`src/assert_macros.svh`:
```
// Assertion macros for the RTL, included by the table sequencer.
`ifndef ASSERT_MACROS_SVH
`define ASSERT_MACROS_SVH
// Asserts that an antecedent implies a consequent in the same cycle.
`define ASSERT_IMPL(label, clk, rst_n, ante, cons, msg) \
	label: assert property (@(posedge clk) disable iff (!rst_n) (ante) |-> (cons)) \
		else $error(msg);
// Asserts that an antecedent implies a consequent in the next cycle.
`define ASSERT_NEXT(label, clk, rst_n, ante, cons, msg) \
	label: assert property (@(posedge clk) disable iff (!rst_n) (ante) |=> (cons)) \
		else $error(msg);
`endif

```
`src/shbt_pkg.sv`:
```
// Package with types, constants and helpers for the sparse histogram table.
package shbt_pkg;
	localparam int ENTRIES = 256;
	localparam int INDEX_BITS = 16;
	localparam int POP_W = $clog2(ENTRIES + 1);
	localparam int CNT_W = 63;
	localparam logic [CNT_W-1:0] COUNT_MAX = {CNT_W{1'b1}};

	typedef enum logic [1:0] {
		KIND_ADD = 2'd0,
		KIND_LOOKUP = 2'd1,
		KIND_RANK = 2'd2,
		KIND_CLEAR = 2'd3
	} kind_t;

	typedef enum logic [1:0] {
		ST_IDLE = 2'd0,
		ST_WORK = 2'd1,
		ST_RANK = 2'd2,
		ST_OUT = 2'd3
	} state_t;

	typedef struct packed {
		logic [1:0] kind;
		logic [15:0] bucket;
		logic [62:0] amount;
		logic [62:0] target_count;
	} in_item_t;

	typedef struct packed {
		logic status;
		logic [62:0] count;
		logic found;
		logic [15:0] bucket_found;
		logic [8:0] populated;
	} out_item_t;

	// Per-cycle command broadcast to every cell.
	typedef struct packed {
		logic insert;
		logic update;
		logic rank_load;
		logic rank_step;
		logic [INDEX_BITS-1:0] key;
		logic [CNT_W-1:0] amount;
	} cell_cmd_t;

	function automatic logic [CNT_W-1:0] sat_add(input logic [CNT_W-1:0] a,
			input logic [CNT_W-1:0] b);
		logic [CNT_W:0] s;
		s = {1'b0, a} + {1'b0, b};
		sat_add = s[CNT_W] ? COUNT_MAX : s[CNT_W-1:0];
	endfunction
endpackage

```
`src/shbt_ctrl.sv`:
```
// Sequencer for the table: item decode, cell commands, rank wave and result.
module shbt_ctrl
	import shbt_pkg::*;
(
	input logic clk,
	input logic arst_n,
	input logic in_valid,
	output logic in_stall,
	input in_item_t in_item,
	output logic out_valid,
	input logic out_stall,
	output out_item_t out_item,
	output cell_cmd_t cmd,
	output logic [POP_W-1:0] pop_q,
	input logic any_eq,
	input logic [CNT_W-1:0] eq_cnt,
	input logic rank_hit,
	input logic [INDEX_BITS-1:0] rank_key
);
	state_t state_q, state_next;
	in_item_t item_q;
	out_item_t res_q;
	logic [POP_W-1:0] steps_q;
	logic full;

	assign full = (pop_q == POP_W'(ENTRIES));

	always_comb begin
		state_next = state_q;
		case (state_q)
			ST_IDLE: if (in_valid) state_next = ST_WORK;
			ST_WORK: state_next = (item_q.kind == KIND_RANK) ? ST_RANK : ST_OUT;
			ST_RANK: if (steps_q == '0) state_next = ST_OUT;
			ST_OUT: if (!out_stall) state_next = ST_IDLE;
			default: state_next = ST_IDLE;
		endcase
	end

	always_comb begin
		cmd = '0;
		cmd.key = item_q.bucket[INDEX_BITS-1:0];
		cmd.amount = item_q.amount;
		if (state_q == ST_WORK) begin
			case (kind_t'(item_q.kind))
				KIND_ADD: begin
					cmd.update = any_eq;
					cmd.insert = !any_eq && item_q.amount != '0 && !full;
				end
				KIND_RANK: cmd.rank_load = 1'b1;
				default: cmd = cmd;
			endcase
		end
		if (state_q == ST_RANK) cmd.rank_step = 1'b1;
	end

	assign in_stall = (state_q != ST_IDLE);
	assign out_valid = (state_q == ST_OUT);
	assign out_item = res_q;

	always_ff @(posedge clk or negedge arst_n) begin
		if (!arst_n) begin
			state_q <= ST_IDLE;
			pop_q <= '0;
			steps_q <= '0;
		end else begin
			state_q <= state_next;
			if (state_q == ST_WORK) begin
				steps_q <= pop_q;
				if (item_q.kind == KIND_CLEAR) pop_q <= '0;
				else if (cmd.insert) pop_q <= pop_q + 1'b1;
			end else if (state_q == ST_RANK) begin
				steps_q <= steps_q - 1'b1;
			end
		end
	end

	always_ff @(posedge clk) begin
		if (state_q == ST_IDLE && in_valid) item_q <= in_item;
		if (state_q == ST_WORK) begin
			res_q <= '0;
			case (kind_t'(item_q.kind))
				KIND_ADD: begin
					if (any_eq) begin
						res_q.count <= sat_add(eq_cnt, item_q.amount);
						res_q.found <= 1'b1;
						res_q.populated <= pop_q;
					end else if (item_q.amount == '0) begin
						res_q.populated <= pop_q;
					end else if (full) begin
						res_q.status <= 1'b1;
						res_q.populated <= pop_q;
					end else begin
						res_q.count <= item_q.amount;
						res_q.found <= 1'b1;
						res_q.populated <= pop_q + 1'b1;
					end
				end
				KIND_LOOKUP: begin
					res_q.count <= any_eq ? eq_cnt : '0;
					res_q.found <= any_eq;
					res_q.populated <= pop_q;
				end
				KIND_RANK: res_q.populated <= pop_q;
				default: res_q.populated <= '0;
			endcase
		end else if (state_q == ST_RANK && steps_q == '0 && rank_hit) begin
			res_q.found <= 1'b1;
			res_q.bucket_found <= 16'(rank_key);
		end
	end

	`include "assert_macros.svh"
	`ASSERT_IMPL(a_pop_range, clk, arst_n, 1'b1, pop_q <= POP_W'(ENTRIES),
		"population above capacity")
	`ASSERT_NEXT(a_clear_empty, clk, arst_n,
		state_q == ST_WORK && item_q.kind == KIND_CLEAR, pop_q == '0,
		"clear left entries")
	`ASSERT_IMPL(a_one_cmd, clk, arst_n, 1'b1, !(cmd.insert && cmd.update),
		"insert and update together")
endmodule

```
`config.mk`:
```
export PLATFORM = sky130hd
export DESIGN_NAME = shbt_ctrl
export DESIGN_NICKNAME = d
export VERILOG_FILES = /design/src/shbt_pkg.sv /design/src/shbt_ctrl.sv
export VERILOG_INCLUDE_DIRS = /design/src /design/src/src
export SDC_FILE = /design/constraint.sdc
export NUM_CORES = 1
export LEC_CHECK = 0
export BUFFER_PORTS_ARGS = -buffer_cell sky130_fd_sc_hd__buf_2
export CAP_MARGIN = 20
export CORE_MARGIN = 2
export CORE_UTILIZATION = 40
export DETAILED_ROUTE_END_ITERATION = 10
export PLACE_DENSITY_LB_ADDON = 0.08
export SLEW_MARGIN = 10
export SYNTH_ARGS = -nofsm -noshare
export SYNTH_HDL_FRONTEND = slang
export SYNTH_SLANG_ARGS = --single-unit
```
`constraint.sdc`:
```
create_clock -name clk -period 8.9 [get_ports clk]
set_input_delay 1.78 -clock clk [delete_from_list [all_inputs] [get_ports clk]]
set_output_delay 1.78 -clock clk [all_outputs]
set_load 0.01 [all_outputs]
```
==> impl_metrics.ini <==
[outcome]
status = finished, final reports clean

[clocking]
cts_resized = 0
clockRootBuffer = clkbuf_16
path_clk_slew_ps = 80
clockBufferDepth = 2
postCtsSetupBuffers = 0
h-tree-depth = 4
clock_latency_ps = 460
cts_hold_buf = 0
cts_buffers = 17
cts_tree = built
cts_sinks = 191

[worst_setup_path]
cpMaxStageDelayCell = o41ai_1
critPathTopFamily = compound AO/OA/AOI/OAI gates
critPathMaxStageDelay_ps = 960
path_cells = buf_2, ha_1, inv_1, fa_1, nor2b_1, o2111ai_1, a21boi_0, a41oi_1, o41ai_1, a211oi_1, a21oi_1, o21ai_0, mux2i_1, o21ai_0
start_kind = input pin
cp.arrival_ps = 5690
path_depth = 14
cpMostUsedCell = o21ai_0
path_buf_inv = 2
worstPathRequired_ps = 9090
cp-end-kind = flop
crit_fanout = 4
reg2reg_depth = 13
path_class = input pin to flop

[sta]
skew_ps = 11.8
period_minus_slack_ps = 5510
relSlewSlack = 0.295
hold_slack_ps = 453
drv_slew = 0
worstMarginPinSlew_ps = 1050
max_freq_mhz = 182
setup_viol = 0
hold_violations = 0
worst_slack_ps = 3390
fin_crit_sh = 0.619
fin_tns_setup_ps = 0
rsz0062_at_grt = no

[synthesis]
syn_inst = 1262
muxShareOfSynthArea = 0.00414
seq_area_frac_synth = 0.442
async_reset_ff_frac = 0.105
synthesis.area_um2 = 12400
synthesis.nets = 1567
synth_top_family_by_area = compound AO/OA/AOI/OAI gates
yosys.area_share.simple = 0.124
synth_top_cells_by_area = edfxtp_1 (38%), ha_1 (7.6%), a21oi_1 (6.5%)
synthAdderAreaFrac = 0.0773
synthXorXnorAreaFrac = 0.0396
synth-edff-count = 155
yosysWarnings = 0
avgSynthCellArea_um2 = 9.82
yosysTopAreaCell = edfxtp_1
synthDistinctLibCells = 66
ys.flop_type = edfxtp_1
yosysTopAreaCellShare = 0.375
synth-seq-cells = 191
synth_compound_area_frac = 0.229

[global_route]
grt_pass1_vias = 10300
grt_pass1_wl_mm = 58.7
grt_overflow = 0
antenna_found_initial = 3
grt_start_max_net_pins = 82
grt_use_total = 0.229

[finish]
fin_cells = 1898
multi_input_comb_area_um2 = 5900
ff_latch_area_um2 = 5480
fin_nets = 1792
fillers = 2990
area_delta_synth_final_pct = 16.4
drive_gt1_frac = 0.273
finalInstanceArea_um2 = 14400
utilization = 0.472

[power_and_ir_drop]
finalPower_mw = 3.63
power_density_nw_per_um2 = 252
seq_power_share = 0.380
p_leak_nw = 6.11
switching_share = 0.390
power_frac_clock = 0.221
switching_power_mw = 1.42
internal_power_mw = 2.22
vdd_drop_max_v = 0.000141
combPwrFrac = 0.399

[drt]
drt_first_pass_iters = 5
routedWlPerCell_um = 20.0
viasPerCell = 5.62
drc_errors = 0
drt_iter0_drc = 780
drt.antenna.violating_nets = 0
routed_wl_mm = 38.0
num_vias = 10700

[placed_design]
pre_cts_ws_ps = 3030
dp.cells = 1863
hpwl_mm = 28.0
dpl_cell_area_um2 = 13800
gp_congestion = 0.885
io_buffers = 349

[worst_hold_path]
worstHoldPathCells = 2
hold_class = flop to flop

[floorplanning]
die-area_um2 = 32400
die_h_um = 180
coreArea_um2 = 30600
ios = 413
start_util = 0.405
die_w_um = 180
num_rows = 64

[flow_run]
drv_cap = 0
==> metal layers <==
layer  GRT usage  share of wire
met1       0.307           0.45
met2       0.373           0.47
met3      0.0517          0.064
met5           0        0.00032
met4      0.0661          0.021
==> Yosys cell counts (all sizes together), types with 3 or more instances <==
library cell    n
nor4           19
o211ai          9
nand4          29
a22oi          16
a21boi          7
nand2         115
or3             6
xor2           27
a211oi          5
buf           104
o22ai          10
inv            31
dfxtp          16
a22o            3
xnor2          29
ha             75
nand3          21
o21bai         15
a31oi           8
nor3           14
a221o          50
a2bb2oi         5
nand2b          9
nor2b          11
o21ai          78
o21a            6
edfxtp        155
mux2i           4
o41ai           5
and2            9
dfrtp          20
or2             4
nor4b           3
clkbuf         48
nor2           66
a21oi         160
and3           11
a21o           23
o31ai          14
==> flip-flops by register name (all words and copies together), names as in the netlist <==
signal and count:
state_q 2, item_q 81, pop_q 9, steps_q 9, out_item 90
==> logic make-up (layout without fill, tap and decap cells) <==
family / Yosys count / count (layout)
AND/OR/NAND/NOR: 321 / 321
multiplexers: 5 / 5
flip-flops: 191 / 191
XOR/XNOR: 56 / 56
AO/OA/AOI/OAI: 430 / 430
buffers and inverters: 183 / 421
adder cells (fa/ha/maj): 76 / 76
other: 0 / 2
==> worst register-to-register path: stages (launching register included) <==
cell and delay (ps):
edfxtp_1 490, ha_1 230, inv_1 60, fa_1 400, nor2b_1 160, o2111ai_1 170, a21boi_0 320, a41oi_1 300
o41ai_1 960, a211oi_1 380, a21oi_1 410, o21ai_0 190, mux2i_1 180, o21ai_0 120
==> final timing paths <==
path / startpoint / endpoint / slack (ps)
setup / recovery: eq_cnt[0] / out_item[88] / 3390
hold / removal: out_item[20] / out_item[20] / 450
setup reg to reg: item_q[63] / out_item[88] / 4260
hold reg to reg: out_item[20] / out_item[20] / 450
max in group asynchronous: arst_n / steps_q[4] / 7240
min in group asynchronous: arst_n / pop_q[8] / 1290
==> power groups by stage <==
stage	clock [mW]	sequential [mW]	combinational, mW
3_5_place_dp	0	1.40	1.44
4_1_cts	0.825	1.38	1.45
5_1_grt	0.855	1.41	1.60
6_report	0.803	1.38	1.45
3_3_place_gp	0	1.40	1.43
2_1_floorplan	0	1.44	0.974
==> final cells by class <==
type                            count  area share
Antenna cell                        2    0.000347
Clock inverter                     12     0.00824
Inverter                           31     0.00807
Tap cell                          396      0.0343
Multi-Input combinational cell    888       0.409
Sequential cell                   191       0.380
Timing Repair Buffer              358       0.127
Clock buffer                       20      0.0332
==> placed cells by master (no fill, tap or decap), types with 4 or more instances in the layout <==
cell / n
o41ai_1: 5
a2bb2oi_1: 5
xnor2_1: 29
a21o_1: 23
o211ai_1: 8
edfxtp_1: 155
or3_1: 6
clkbuf_16: 19
a221o_1: 50
a21boi_0: 7
nand3_1: 21
a21oi_1: 160
a22oi_1: 15
inv_1: 31
a31oi_1: 8
dfrtp_1: 20
mux2i_1: 4
inv_4: 4
and2_1: 7
o21a_1: 6
a211oi_1: 5
nor2_1: 66
dfxtp_1: 16
nand2b_1: 9
buf_4: 8
o22ai_1: 10
o21ai_0: 74
nand4_1: 27
and3_1: 11
nand2_1: 114
buf_2: 349
nor3_1: 14
xor2_1: 27
nor4_1: 19
o21ai_1: 4
o31ai_1: 12
ha_1: 74
nor2b_1: 11
o21bai_1: 15
Note: power is estimated with default switching activity, not from simulation.
