<file path="config.mk">
export PLATFORM = sky130hd
export DESIGN_NAME = shbt_cell
export DESIGN_NICKNAME = d
export VERILOG_FILES = /design/src/assert_macros.svh /design/src/shbt_pkg.sv /design/src/shbt_cell.sv
export SDC_FILE = /design/constraint.sdc
export NUM_CORES = 1
export LEC_CHECK = 0
export BUFFER_PORTS_ARGS = -buffer_cell sky130_fd_sc_hd__buf_2
export CAP_MARGIN = 20
export CORE_MARGIN = 8
export CORE_UTILIZATION = 59
export CTS_CLUSTER_SIZE = 24
export DETAILED_ROUTE_END_ITERATION = 6
export GPL_TIMING_DRIVEN = 0
export MAX_ROUTING_LAYER = met4
export PLACE_DENSITY = 0.95
export SKIP_CTS_REPAIR_TIMING = 1
export SYNTH_ARGS = -nofsm -noshare
export SYNTH_HDL_FRONTEND = slang
export SYNTH_SLANG_ARGS = --single-unit
</file>
<file path="constraint.sdc">
create_clock -name clk -period 7.9 [get_ports clk]
set_clock_uncertainty 0.2 [all_clocks]
set_input_delay 0.395 -clock clk [delete_from_list [all_inputs] [get_ports clk]]
set_output_delay 0.395 -clock clk [all_outputs]
set_load 0.005 [all_outputs]
</file>
<file path="src/assert_macros.svh">
// Assertion macros for the RTL, included by the table sequencer.
`ifndef ASSERT_MACROS_SVH
`define ASSERT_MACROS_SVH
// Asserts that an antecedent implies a consequent in the same cycle.
`define ASSERT_IMPL(label, clk, rst_n, ante, cons, msg) \
	label: assert property (@(posedge clk) disable iff (!rst_n) (ante) |-> (cons)) \
		else $error(msg);
// Asserts that an antecedent implies a consequent in the next cycle.
`define ASSERT_NEXT(label, clk, rst_n, ante, cons, msg) \
	label: assert property (@(posedge clk) disable iff (!rst_n) (ante) |=> (cons)) \
		else $error(msg);
`endif

</file>
<file path="src/shbt_pkg.sv">
// Package with types, constants and helpers for the sparse histogram table.
package shbt_pkg;
	localparam int ENTRIES = 256;
	localparam int INDEX_BITS = 16;
	localparam int POP_W = $clog2(ENTRIES + 1);
	localparam int CNT_W = 63;
	localparam logic [CNT_W-1:0] COUNT_MAX = {CNT_W{1'b1}};

	typedef enum logic [1:0] {
		KIND_ADD = 2'd0,
		KIND_LOOKUP = 2'd1,
		KIND_RANK = 2'd2,
		KIND_CLEAR = 2'd3
	} kind_t;

	typedef enum logic [1:0] {
		ST_IDLE = 2'd0,
		ST_WORK = 2'd1,
		ST_RANK = 2'd2,
		ST_OUT = 2'd3
	} state_t;

	typedef struct packed {
		logic [1:0] kind;
		logic [15:0] bucket;
		logic [62:0] amount;
		logic [62:0] target_count;
	} in_item_t;

	typedef struct packed {
		logic status;
		logic [62:0] count;
		logic found;
		logic [15:0] bucket_found;
		logic [8:0] populated;
	} out_item_t;

	// Per-cycle command broadcast to every cell.
	typedef struct packed {
		logic insert;
		logic update;
		logic rank_load;
		logic rank_step;
		logic [INDEX_BITS-1:0] key;
		logic [CNT_W-1:0] amount;
	} cell_cmd_t;

	function automatic logic [CNT_W-1:0] sat_add(input logic [CNT_W-1:0] a,
			input logic [CNT_W-1:0] b);
		logic [CNT_W:0] s;
		s = {1'b0, a} + {1'b0, b};
		sat_add = s[CNT_W] ? COUNT_MAX : s[CNT_W-1:0];
	endfunction
endpackage

</file>
<file path="src/shbt_cell.sv">
// One table cell: holds one sorted entry, compares, shifts and passes rank data.
module shbt_cell
	import shbt_pkg::*;
(
	input logic clk,
	input logic arst_n,
	input cell_cmd_t cmd,
	input logic valid_in,
	input logic prev_gt,
	input logic [INDEX_BITS-1:0] prev_key,
	input logic [CNT_W-1:0] prev_cnt,
	input logic [CNT_W-1:0] prev_run,
	input logic prev_hit,
	output logic self_gt,
	output logic self_eq,
	output logic [INDEX_BITS-1:0] key_q,
	output logic [CNT_W-1:0] cnt_q,
	output logic [CNT_W-1:0] run_q,
	output logic hit_q
);
	logic [CNT_W-1:0] run_next;

	assign self_gt = valid_in && (key_q > cmd.key);
	assign self_eq = valid_in && (key_q == cmd.key);
	assign run_next = sat_add(prev_run, cnt_q);

	always_ff @(posedge clk) begin
		if (cmd.insert && self_gt) begin
			if (prev_gt) begin
				key_q <= prev_key;
				cnt_q <= prev_cnt;
			end else begin
				key_q <= cmd.key;
				cnt_q <= cmd.amount;
			end
		end else if (cmd.insert && !valid_in && !prev_gt) begin
			key_q <= cmd.key;
			cnt_q <= cmd.amount;
		end else if (cmd.insert && !valid_in) begin
			key_q <= prev_key;
			cnt_q <= prev_cnt;
		end else if (cmd.update && self_eq) begin
			cnt_q <= sat_add(cnt_q, cmd.amount);
		end
	end

	always_ff @(posedge clk or negedge arst_n) begin
		if (!arst_n) begin
			run_q <= '0;
			hit_q <= 1'b0;
		end else if (cmd.rank_load) begin
			run_q <= '0;
			hit_q <= 1'b0;
		end else if (cmd.rank_step) begin
			run_q <= run_next;
			hit_q <= prev_hit;
		end
	end
endmodule

</file>
==> results of run 1 <==
==> cell families (layout without fill, tap and decap cells) <==
group	count (synthesis)	after routing	synth area share [%]
AND/OR/NAND/NOR	522	522	16.8
adder cells (fa/ha/maj)	144	144	12.6
multiplexers	31	31	2.29
other	0	11	0
AO/OA/AOI/OAI	650	650	29.7
flip-flops	143	143	27.6
buffers and inverters	154	561	4.24
XOR/XNOR	111	111	6.75
==> power groups by stage <==
stage / logic [mW] / clock network, mW / registers (mW)
after floorplan: 1.16 / 0 / 0.993
after global placement: 1.64 / 0 / 1.02
after detailed placement: 1.68 / 0 / 1.03
after CTS: 1.69 / 0.863 / 1.01
after global routing: 1.89 / 0.884 / 1.02
final: 1.73 / 0.871 / 1.02
==> cell usage after synthesis (5+ instances only) <==
| cell | number | share of area [%] |
|---|---|---|
| o21ai_0 | 74 | 2.6 |
| o31ai_1 | 11 | 0.57 |
| nor3_1 | 23 | 0.80 |
| ha_1 | 142 | 12 |
| nand2b_1 | 9 | 0.39 |
| clkbuf_1 | 72 | 1.9 |
| o22a_1 | 5 | 0.30 |
| o2111ai_1 | 6 | 0.36 |
| o221ai_1 | 19 | 1.2 |
| nand4_1 | 35 | 1.5 |
| edfxtp_1 | 79 | 16 |
| inv_1 | 59 | 1.5 |
| xnor2_1 | 61 | 3.7 |
| nor2_1 | 180 | 4.7 |
| or2_2 | 6 | 0.26 |
| and2_1 | 9 | 0.39 |
| a31oi_1 | 16 | 0.70 |
| a311oi_1 | 6 | 0.36 |
| buf_2 | 16 | 0.56 |
| a21oi_1 | 191 | 6.6 |
| dfrtp_1 | 64 | 11 |
| nand2_1 | 151 | 3.9 |
| a211o_1 | 6 | 0.36 |
| a21o_1 | 78 | 4.1 |
| o21bai_1 | 24 | 1.3 |
| mux2_2 | 16 | 1.3 |
| nand3_1 | 43 | 1.5 |
| o21a_1 | 15 | 0.78 |
| mux2i_1 | 15 | 1.0 |
| nor2b_1 | 12 | 0.52 |
| and3_1 | 21 | 0.91 |
| or3_1 | 5 | 0.22 |
| xor2_1 | 50 | 3.0 |
| a22oi_1 | 14 | 0.73 |
| o211ai_1 | 11 | 0.57 |
| o21ai_1 | 38 | 1.3 |
| a211oi_1 | 81 | 4.2 |
==> critical path: stages, from the launching register on <==
cell and delay [ns]:
edfxtp_1 0.51, ha_1 0.28, fa_1 0.27, a211oi_1 0.12, o21ai_1 0.43, a31oi_1 0.29, o41ai_1 0.83, a21oi_1 0.32
o21ai_1 0.43, a31o_2 0.26, a221o_1 0.17, xnor2_1 0.13, a22oi_1 0.12
==> area by class of cell <==
class	count	area, um2	area share [%]
Tap cell	324	405	2.33
Timing Repair Buffer	375	1920	11.1
Multi-Input combinational cell	1458	9820	56.5
Inverter	59	221	1.28
Antenna cell	11	27.5	0.158
Buffer	95	389	2.24
Clock inverter	13	148	0.850
Sequential cell	143	3970	22.9
Clock buffer	19	464	2.67
==> sequential cells by signal, indices dropped and copies added (netlist names) <==
signal / count
cnt_q: 63
run_q: 63
key_q: 16
hit_q: 1
==> layer usage <==
metal,routed length (um),GRT usage (%),vias to the layer above
met5,0,-,-
met4,2660,18.6,0
met3,5770,6.87,188
met2,26000,59.3,1018
met1,22700,47.6,7528
li1,-,-,7396
==> metrics by stage <==
stage | area [um2] | power, mW
final | 17400 | 3.63
after global routing | 17400 | 3.80
after CTS | 17300 | 3.57
after detailed placement | 16700 | 2.71
after global placement | 16700 | 2.67
after floorplan | 14400 | 2.15
==> how the worst max path moves through the flow <==
stage	start	end	slack, ns
3_5_place_dp	cnt_q[0]$_DFFE_PP_	cnt_q[50]$_DFFE_PP_	3.43
5_1_grt	cnt_q[6]$_DFFE_PP_	cnt_q[1]$_DFFE_PP_	3.11
3_3_place_gp	cmd[64]	cnt_q[17]$_DFFE_PP_	3.04
6_report	cnt_q[0]$_DFFE_PP_	cnt_q[50]$_DFFE_PP_	3.25
4_1_cts	cnt_q[0]$_DFFE_PP_	cnt_q[50]$_DFFE_PP_	3.39
2_1_floorplan	cmd[64]	cnt_q[0]$_DFFE_PP_	4.22
==> summary.log, run 1 <==
qor: clock_tree.htreeDepth 4
qor: min_path.hold_end hit_q$_DFFE_PN0P_
qor: synthesis.syn-num-nets 2129
qor: floorplan.initial_core_util 59.7%
qor: clock_tree.cts_root_buffer clkbuf_16
qor: critical_path.reg2reg_from cnt_q[0]$_DFFE_PP_
qor: grt.grt_first_pass_wirelength 85300 um
qor: floorplan.placement_rows 57
qor: sta.post-route-worst-setup-slack 3.25 ns
qor: flow_run.maxCapViolations 0
qor: sta.rsz0062_at_grt no
qor: cells_and_area.nets 2523
qor: cells_and_area.postLayoutCoreUtil 72.1%
qor: synthesis.netlist_area 14400 um2
qor: outcome.violations design-rule violations
qor: route.via_count 16130
qor: floorplan.horizontal_die_dimension 172 um
qor: clock_tree.cts_buffer_depth 2
qor: min_path.hold_path.startpoint prev_hit
qor: cells_and_area.layout_common_cells 388 x buf_2, 191 x a21oi_1, 180 x nor2_1
qor: pwr.pwr_density_cell 209 nW/um2
qor: route.drt-total-wl 57100 um
qor: route.antenna_left 0
qor: route.drtIter0Drc 1528
qor: clock_tree.clock_pin_slew_reported_for_the_worst_setup_and_hold_paths_after_clock_tree_synthesis 0.07 ns
qor: sta.maxSlewHeadroom 35.3%
qor: min_path.worst_hold_path_type in2reg
qor: sta.tightestPinTransition 0.959 ns
qor: critical_path.crit_type reg2reg
qor: sta.fin_crit 4.65 ns
qor: sta.whs 0.0261 ns
qor: critical_path.timing.reg2reg.worst_path_depth 12
qor: pwr.pwr-share-seq 28.2%
qor: grt.grt_start_max_net_pins 64
qor: cells_and_area.layoutNonFillerInstCount 2497
qor: pwr.power.share.combinational 47.8%
qor: sta.setup-tns-final 0 ns
qor: sta.fin_crit_sh 58.9%
qor: route.drt-pass1-iter-count 7
qor: pwr.power_leakage 7.98 nW
qor: clock_tree.clock_latency_on_the_worst_skew_pair 0.44 ns
qor: route.routed_via_density 6.46
qor: route.post_drt_wl_per_cell 22.9 um
qor: synthesis.synth.lib_cells_used.distinct 88
qor: sta.timing.fmax 215 MHz
qor: critical_path.start_kind flip-flop
qor: synthesis.ys_warn_count 0
qor: pwr.max_ir_drop_vdd 0.126 mV
qor: critical_path.regToRegEndpoint cnt_q[50]$_DFFE_PP_
qor: critical_path.setup.worst_path.end_class flip-flop
qor: pwr.netSwitchingPower 1.52 mW
qor: pwr.cellInternalPower 2.11 mW
qor: cells_and_area.nFillCells 2016
qor: clock_tree.clock_tree_from_tritoncts yes
qor: grt.track_usage 38.2%
qor: critical_path.setup.reg_to_reg.worst_slack 3.25 ns
qor: critical_path.worstPathArrival 4.60 ns
qor: synthesis.seq_area_frac_synth 27.6%
qor: pwr.power.switching_fraction 41.9%
qor: critical_path.timing.critical_path.fanout_max 5
qor: synthesis.synth_cells 1755
qor: floorplan.die_h 172 um
qor: clock_tree.clock_sinks 143
qor: grt.antenna_found_initial 10
qor: clock_tree.numCtsBuffers 17
qor: route.drc 2
qor: sta.final-hold-violation-count 0
qor: floorplan.design.die.area 29700 um2
qor: synthesis.yosys_most_used_dff edfxtp_1
qor: placement.detailed_place_hpwl 47000 um
qor: placement.worst_case_setup_slack_after_placement 3.43 ns
qor: outcome.run_status finished, violations left
qor: synthesis.async_flop_share 44.8%
qor: grt.first_global_vias 15656
qor: pwr.clock_power_share 24.0%
qor: cells_and_area.final_common_cell buf_2
qor: floorplan.io-pin-count 375
qor: cells_and_area.layout-drive-gt1-share 21.6%
qor: grt.global_route.overflow_total 0
qor: min_path.worstHoldPathCells 3
qor: synthesis.synth_area_per_cell 8.20 um2
qor: sta.timing.final.setup_violations 0
qor: floorplan.design.core.area 24100 um2
qor: synthesis.synth_enable_flop_cells 79
qor: placement.dpl.cell_count 2453
qor: critical_path.required_time_at_the_endpoint_of_the_critical_path 7.85 ns
qor: synthesis.synth.ff_latch_count 143
qor: placement.place_congestion 1.01
qor: cells_and_area.areaGrowthSynthToFinish 20.6%
qor: placement.portBuffers 372
qor: sta.final-max-slew-violation-count 0
No activity file was read; power rests on OpenSTA's default activity.
==> run 2, diff against run 1 <==
--- a/config.mk
+++ b/config.mk
@@ -8,12 +8,12 @@
 export BUFFER_PORTS_ARGS = -buffer_cell sky130_fd_sc_hd__buf_2
 export CAP_MARGIN = 20
 export CORE_MARGIN = 8
-export CORE_UTILIZATION = 59
+export CORE_UTILIZATION = 55
 export CTS_CLUSTER_SIZE = 24
 export DETAILED_ROUTE_END_ITERATION = 6
 export GPL_TIMING_DRIVEN = 0
 export MAX_ROUTING_LAYER = met4
-export PLACE_DENSITY = 0.95
+export PLACE_DENSITY = 0.92
 export SKIP_CTS_REPAIR_TIMING = 1
 export SYNTH_ARGS = -nofsm -noshare
 export SYNTH_HDL_FRONTEND = slang
==> constraint.sdc (replaced) <==
create_clock -name clk -period 4.85 [get_ports clk]
set_clock_uncertainty 0.2 [all_clocks]
set_input_delay 0.2425 -clock clk [delete_from_list [all_inputs] [get_ports clk]]
set_output_delay 0.2425 -clock clk [all_outputs]
set_load 0.005 [all_outputs]
==> run 2 against run 1 <==
The run ends with negative hold slack left. Design area increased by 5.1%. Register-to-register slack got worse by 3.0 ns. Worst setup slack got worse by 3.0 ns. Clock-buffer cell count unchanged. Critical path depth increased by 1. Hold slack got worse by 0.059 ns. Clock power increased by 57%. Critical path type unchanged.
==> summary.log, run 2 (synthesis gave the netlist of run 1 again) <==
qor: outcome.run_status finished, violations left
qor: outcome.violations negative hold slack
qor: critical_path.reg2reg_from cnt_q[6]$_DFFE_PP_
qor: pwr.max_ir_drop_vdd 0.210 mV [+66%]
qor: critical_path.timing.critical_path.fanout_max 10 [+5]
qor: route.drc 0 [-2]
qor: placement.place_congestion 0.993 [-1.5%]
qor: clock_tree.clock_sinks 143 [unchanged]
qor: sta.fin_crit_sh 95.6% [+37 points]
qor: grt.grt_first_pass_wirelength 85600 um [+0.36%]
qor: pwr.pwr_density_cell 325 nW/um2 [+56%]
qor: grt.global_route.overflow_total 0 [unchanged]
qor: pwr.power_leakage 8.34 nW [+4.6%]
qor: sta.maxSlewHeadroom 41.5% [+6.2 points]
qor: floorplan.io-pin-count 375 [unchanged]
qor: critical_path.timing.reg2reg.worst_path_depth 13 [+1]
qor: route.drt-total-wl 59900 um [+5.0%]
qor: clock_tree.cts_root_buffer clkbuf_16
qor: critical_path.cell_chain_of_the_critical_path ha_1 > buf_2 > a211oi_1 > nor2_1 > o41a_1 > o21a_1 > a21oi_2 > o211ai_1 > o211ai_2 > nand3_1 > clkbuf_1 > o211ai_1 > nand3_1
qor: placement.detailed_place_hpwl 47100 um [about the same]
qor: cells_and_area.nFillCells 2119 [+5.1%]
qor: cells_and_area.layout-drive-gt1-share 20.8% [-0.87 points]
qor: floorplan.design.die.area 31600 um2 [+6.6%]
qor: clock_tree.clock_latency_on_the_worst_skew_pair 0.45 ns [about the same]
qor: floorplan.die_h 178 um [+3.2%]
qor: pwr.power.switching_fraction 42.5% [+0.52 points]
qor: pwr.netSwitchingPower 2.52 mW [+66%]
qor: route.drtIter0Drc 1682 [+10%]
qor: sta.rsz0062_at_grt no
qor: min_path.worstHoldPathCells 3 [unchanged]
qor: sta.fin_crit 4.64 ns [-0.0139 ns]
qor: cells_and_area.reg.largest.list cnt_q (63), run_q (63), key_q (16)
qor: placement.portBuffers 372 [unchanged]
qor: min_path.hold_end cnt_q[9]$_DFFE_PP_
qor: pwr.power.share.combinational 49.0% [+1.2 points]
qor: sta.setup-tns-final 0 ns [unchanged]
qor: grt.grt_start_max_net_pins 64 [unchanged]
qor: floorplan.initial_core_util 55.6% [-4.2 points]
qor: critical_path.setup.reg_to_reg.worst_slack 0.21 ns [-3.04 ns]
qor: pwr.total_power 5.94 mW [+64%]
qor: floorplan.placement_rows 59 [+3.5%]
qor: route.via_count 16678 [+3.4%]
qor: clock_tree.numCtsBuffers 17 [unchanged]
qor: pwr.pwr-share-seq 27.9% [-0.3 points]
qor: clock_tree.htreeDepth 4 [unchanged]
qor: floorplan.horizontal_die_dimension 178 um [+3.2%]
qor: grt.first_global_vias 15333 [-2.1%]
qor: placement.worst_case_setup_slack_after_placement 0.396 ns [-3.03 ns]
qor: sta.tightestPinTransition 0.866 ns [-0.0924 ns]
qor: clock_tree.cts_buffer_depth 2 [unchanged]
qor: critical_path.start_kind flip-flop
qor: route.post_drt_wl_per_cell 23.1 um [+0.94%]
qor: route.antenna_left 0 [unchanged]
qor: critical_path.crit_type reg2reg
qor: sta.final-hold-violation-count 7 [+7]
qor: route.routed_via_density 6.42 [-0.58%]
qor: pwr.cellInternalPower 3.42 mW [+62%]
qor: critical_path.library_cell_contributing_the_largest_single_delay_on_the_critical_path o211ai_2
qor: cells_and_area.nets 2613 [+3.6%]
qor: min_path.worst_hold_path_type in2reg
qor: cells_and_area.areaGrowthSynthToFinish 26.7%
qor: clock_tree.clock_pin_slew_reported_for_the_worst_setup_and_hold_paths_after_clock_tree_synthesis 0.08 ns [about the same]
qor: sta.timing.final.setup_violations 0 [unchanged]
qor: critical_path.worstPathArrival 4.63 ns [+0.03 ns]
qor: cells_and_area.final_common_cell buf_2
qor: cells_and_area.layout_common_cells 388 x buf_2, 191 x a21oi_1, 180 x nor2_1
qor: floorplan.design.core.area 25900 um2 [+7.5%]
qor: sta.post-route-worst-setup-slack 0.213 ns [-3.04 ns]
qor: route.drt-pass1-iter-count 6 [-1]
qor: critical_path.regToRegEndpoint cnt_q[0]$_DFFE_PP_
qor: cells_and_area.postLayoutCoreUtil 70.4% [-1.6 points]
qor: min_path.hold_path.startpoint prev_cnt[9]
qor: sta.timing.fmax 216 MHz [+0.30%]
qor: pwr.clock_power_share 23.0% [-1.0 points]
qor: sta.whs -0.0324 ns [-0.0586 ns]
qor: grt.antenna_found_initial 9 [-1]
qor: critical_path.slowest_delay 0.48 ns [-0.35 ns]
qor: clock_tree.clock_tree_from_tritoncts yes
qor: sta.final-max-slew-violation-count 0 [unchanged]
qor: critical_path.setup.worst_path.end_class flip-flop
qor: critical_path.required_time_at_the_endpoint_of_the_critical_path 4.84 ns [-3.01 ns]
qor: flow_run.maxCapViolations 0 [unchanged]
qor: grt.track_usage 35.6% [-2.6 points]
-- run 2: cell count changes in the layout (fill, tap and decap cells not counted), sizes merged --
cell / previous run / this run
bufinv: 2 / 1
diode: 11 / 10
clkinv: 5 / 6
dlygate4sd3: 1 / 91
inv: 64 / 65
clkinvlp: 1 / 0
-- run 2: how the worst max path moves through the flow --
stage	from	depth (start not counted)	slack (ns)	endpoint
floorplan	key_q[1]$_DFFE_PP_	10	1.17	cnt_q[0]$_DFFE_PP_
global placement	key_q[1]$_DFFE_PP_	10	0.12	cnt_q[20]$_DFFE_PP_
detailed placement	cnt_q[6]$_DFFE_PP_	13	0.40	cnt_q[1]$_DFFE_PP_
CTS	cnt_q[6]$_DFFE_PP_	13	0.38	cnt_q[1]$_DFFE_PP_
global route	cnt_q[6]$_DFFE_PP_	13	0.15	cnt_q[1]$_DFFE_PP_
finish	cnt_q[6]$_DFFE_PP_	13	0.21	cnt_q[0]$_DFFE_PP_
-- run 2: per-stage QoR --
step	hold WS (ns)	instances	area, um2
after floorplan	-0.253	1755	14400
after global placement	0.289	2462	16700
after detailed placement	0.0635	2464	16700
after CTS	-0.396	2496	17300
after global routing	-0.00239	2596	18200
final	-0.0324	2597	18200
-- run 2: area by class of cell --
| class | instances | area [um2] | area share, % |
|---|---|---|---|
| antenna | 10 | 25.0 | 0.137 |
| buffer | 95 | 389 | 2.13 |
| clock buffer | 19 | 453 | 2.48 |
| timing repair buffer | 465 | 2820 | 15.5 |
| inverter | 59 | 221 | 1.21 |
| clock inverter | 13 | 126 | 0.692 |
| tap | 335 | 419 | 2.30 |
| sequential | 143 | 3970 | 21.8 |
| multi-input combinational | 1458 | 9820 | 53.8 |
-- run 2: power groups by stage --
stage               Sequential [mW]  Clock, mW  Combinational [mW]
finish                         1.66       1.37                2.91
global route                   1.67       1.40                3.15
CTS                            1.65       1.35                2.76
detailed placement             1.67          0                2.74
global placement               1.67          0                2.68
floorplan                      1.62          0                1.88
-- run 2: critical path: cells and delay by family (launching register included) --
family	cells	cell delay, ns
compound gates	7	2.30
fa+ha+maj	1	0.30
buf+inv	2	0.60
flops	1	0.46
simple gates	3	0.51
-- run 2: per-layer routing --
metal | vias up | share of wire (%) | track usage [%]
met1 | 7747 | 40 | 45.8
met4 | 0 | 5.4 | 16.6
met5 | - | 0 | -
met3 | 232 | 10 | 5.94
li1 | 7570 | - | -
met2 | 1129 | 45 | 54.3
==> run 3, diff against run 2 <==
--- a/config.mk
+++ b/config.mk
@@ -7,11 +7,11 @@
 export LEC_CHECK = 0
 export BUFFER_PORTS_ARGS = -buffer_cell sky130_fd_sc_hd__buf_2
 export CAP_MARGIN = 20
+export CORE_ASPECT_RATIO = 0.5
 export CORE_MARGIN = 8
 export CORE_UTILIZATION = 55
 export CTS_CLUSTER_SIZE = 24
 export DETAILED_ROUTE_END_ITERATION = 6
-export GPL_TIMING_DRIVEN = 0
 export MAX_ROUTING_LAYER = met4
 export PLACE_DENSITY = 0.92
 export SKIP_CTS_REPAIR_TIMING = 1
==> run 3 against run 2 <==
The flow finishes with violations (design-rule violations, negative hold slack). Combinational power increased by 5%. Critical path type unchanged. Hold slack got worse by 0.014 ns. Sequential power about the same. Sequential share of layout area increased by 0.21 points.
==> summary.log, run 3 (synthesis gave the netlist of run 1 again) <==
qor: outcome.run_status finished, violations left
qor: outcome.violations design-rule violations, negative hold slack
qor: grt.antenna_found_initial 6 [-3]
qor: placement.place_congestion 1.08 [+8.6%]
qor: sta.timing.fmax 212 MHz [-1.6%]
qor: route.antenna_left 0 [unchanged]
qor: sta.final-hold-violation-count 7 [unchanged]
qor: floorplan.design.die.area 31900 um2 [+0.99%]
qor: min_path.hold_path.startpoint prev_cnt[5]
qor: clock_tree.clock_sinks 143 [unchanged]
qor: grt.global_route.overflow_total 0 [unchanged]
qor: placement.portBuffers 374 [+0.54%]
qor: min_path.worst_hold_path_type in2reg
qor: critical_path.critical_path.top_delay_family compound AO/OA/AOI/OAI gates
qor: sta.fin_crit_sh 97.1% [+1.5 points]
qor: route.via_count 17014 [+2.0%]
qor: pwr.power_leakage 8.27 nW [-0.93%]
qor: sta.timing.final.setup_violations 0 [unchanged]
qor: critical_path.timing.reg2reg.worst_path_depth 12 [-1]
qor: sta.post-route-worst-setup-slack 0.139 ns [-0.0742 ns]
qor: pwr.pwr_density_cell 340 nW/um2 [+4.3%]
qor: pwr.power.switching_fraction 44.6% [+2.2 points]
qor: critical_path.critPathMostFrequentCell nor2_1
qor: floorplan.die_h 130 um [-27%]
qor: cells_and_area.areaGrowthSynthToFinish 25.5%
qor: cells_and_area.final_common_cell buf_2
qor: route.drt-pass1-iter-count 7 [+1]
qor: route.drc 2 [+2]
qor: pwr.max_ir_drop_vdd 0.286 mV [+36%]
qor: sta.fin_crit 4.71 ns [+0.0742 ns]
qor: critical_path.critPathBufInv 1 [-1]
qor: clock_tree.clock_tree_from_tritoncts yes
qor: critical_path.setup.reg_to_reg.worst_slack 0.14 ns [-0.07 ns]
qor: cells_and_area.nets 2540 [-2.8%]
qor: floorplan.placement_rows 42 [-29%]
qor: route.drt-total-wl 66000 um [+10%]
qor: critical_path.slowest_delay 0.56 ns [+0.08 ns]
qor: critical_path.reg2reg_from cnt_q[6]$_DFFE_PP_
qor: clock_tree.clock_pin_slew_reported_for_the_worst_setup_and_hold_paths_after_clock_tree_synthesis 0.07 ns [about the same]
qor: sta.setup-tns-final 0 ns [unchanged]
qor: pwr.netSwitchingPower 2.74 mW [+8.6%]
qor: route.top_metal_used met4
qor: critical_path.library_cell_contributing_the_largest_single_delay_on_the_critical_path dlygate4sd3_1
qor: flow_run.maxCapViolations 0 [unchanged]
qor: clock_tree.htreeDepth 4 [unchanged]
qor: grt.grt_start_max_net_pins 66 [+3.1%]
qor: cells_and_area.seq_area 3970 um2 [unchanged]
qor: critical_path.crit_type reg2reg
qor: cells_and_area.layout-drive-gt1-share 21.4% [+0.60 points]
qor: critical_path.worstPathArrival 4.72 ns [+0.09 ns]
qor: route.wl_met3 9800 um [+60%]
qor: sta.maxSlewHeadroom 35.1% [-6.4 points]
qor: route.met1_length 27900 um [+17%]
qor: placement.detailed_place_hpwl 51000 um [+8.4%]
qor: floorplan.horizontal_die_dimension 245 um [+38%]
qor: cells_and_area.reg.largest.list cnt_q (63), run_q (63), key_q (16)
qor: clock_tree.cts_root_buffer clkbuf_16
qor: critical_path.setup.worst_path.end_class flip-flop
qor: grt.track_usage 39.0% [+3.3 points]
qor: pwr.clock_power_share 22.5% [-0.5 points]
qor: sta.final-max-slew-violation-count 0 [unchanged]
qor: placement.worst_case_setup_slack_after_placement 0.361 ns [-0.0343 ns]
qor: min_path.worstHoldPathCells 3 [unchanged]
qor: sta.tightestPinTransition 0.974 ns [+0.108 ns]
qor: critical_path.timing.critical_path.fanout_max 8 [-2]
qor: route.routed_via_density 6.70 [+4.3%]
qor: cells_and_area.layout_common_cells 374 x buf_2, 191 x a21oi_1, 179 x nor2_1
qor: floorplan.initial_core_util 55.2% [-0.33 points]
qor: route.post_drt_wl_per_cell 26.0 um [+13%]
qor: sta.rsz0062_at_grt no
qor: route.wl_met2 26500 um [-1.0%]
qor: cells_and_area.multi_input_comb_area 9830 um2 [+0.14%]
qor: pwr.cellInternalPower 3.40 mW [-0.58%]
qor: pwr.pwr-share-seq 27.5% [-0.4 points]
qor: clock_tree.numCtsBuffers 17 [unchanged]
qor: grt.grt_first_pass_wirelength 92800 um [+8.4%]
qor: min_path.hold_end cnt_q[5]$_DFFE_PP_
qor: floorplan.design.core.area 26100 um2 [+0.59%]
qor: critical_path.start_kind flip-flop
qor: sta.whs -0.0461 ns [-0.0136 ns]
qor: clock_tree.cts_buffer_depth 2 [unchanged]
qor: pwr.total_power 6.14 mW [+3.3%]
qor: cells_and_area.nFillCells 2083 [-1.7%]
qor: critical_path.required_time_at_the_endpoint_of_the_critical_path 4.86 ns [+0.02 ns]
qor: route.drtIter0Drc 2369 [+41%]
qor: pwr.power.share.combinational 50.0% [+1.0 points]
qor: critical_path.cell_chain_of_the_critical_path ha_1 > a211oi_1 > nor2_1 > o41a_1 > o21a_1 > a21oi_2 > o211ai_1 > o211ai_2 > nand3_1 > nor2_1 > o21ai_1 > dlygate4sd3_1
qor: critical_path.regToRegEndpoint cnt_q[9]$_DFFE_PP_
qor: grt.first_global_vias 15010 [-2.1%]
qor: clock_tree.clock_latency_on_the_worst_skew_pair 0.47 ns [+0.02 ns]
qor: floorplan.io-pin-count 375 [unchanged]
## run 3: changes by cell type in the layout (fill, tap and decap cells not counted), moves of 4 or more
cell           change
clkbuf_1          -72
buf_1              -4
dlygate4sd3_1      +8
buf_2             -14
buf_4             +11
## run 3: cell type report
class | count | area share [%]
Multi-Input combinational cell | 1458 | 54.4
Timing Repair Buffer | 487 | 16.6
Clock inverter | 14 | 0.748
Tap cell | 352 | 2.44
Inverter | 59 | 1.23
Sequential cell | 143 | 22.0
Clock buffer | 18 | 2.49
Antenna cell | 10 | 0.138
## run 3: worst max path at each step
stage | start | to | cells past startpoint
after floorplan | key_q[1]$_DFFE_PP_ | cnt_q[0]$_DFFE_PP_ | 10
after global placement | cnt_q[0]$_DFFE_PP_ | cnt_q[50]$_DFFE_PP_ | 12
after detailed placement | cnt_q[10]$_DFFE_PP_ | run_q[60]$_DFFE_PN0P_ | 11
after CTS | cnt_q[10]$_DFFE_PP_ | run_q[60]$_DFFE_PN0P_ | 11
after global routing | cnt_q[6]$_DFFE_PP_ | cnt_q[9]$_DFFE_PP_ | 12
final | cnt_q[6]$_DFFE_PP_ | cnt_q[9]$_DFFE_PP_ | 12
## run 3: metrics by stage
step / instances / util [%] / cell area [um2]
floorplan: 1755 / - / 14400
global placement: 2399 / 63.1 / 16500
detailed placement: 2399 / 63.1 / 16500
CTS: 2431 / 65.4 / 17000
global route: 2537 / 69.3 / 18100
finish: 2541 / 69.3 / 18100
## run 3: worst min-delay path, cell delays in order
cell	delay, ns
buf_2	0.08
a21oi_1	0.05
o21ai_1	0.13
## run 3: per-layer routing
layer	GRT usage [%]	up-vias
met2	52.7	1388
met5	-	-
li1	-	7421
met3	12.7	172
met4	7.95	0
met1	55.8	8033
## run 3: power by group through the flow
stage               combinational (mW)  clock, mW  sequential (mW)
CTS                               2.84       1.37             1.67
global placement                  2.79          0             1.68
finish                            3.07       1.38             1.69
global route                      3.27       1.42             1.70
floorplan                         1.88          0             1.62
detailed placement                2.82          0             1.69
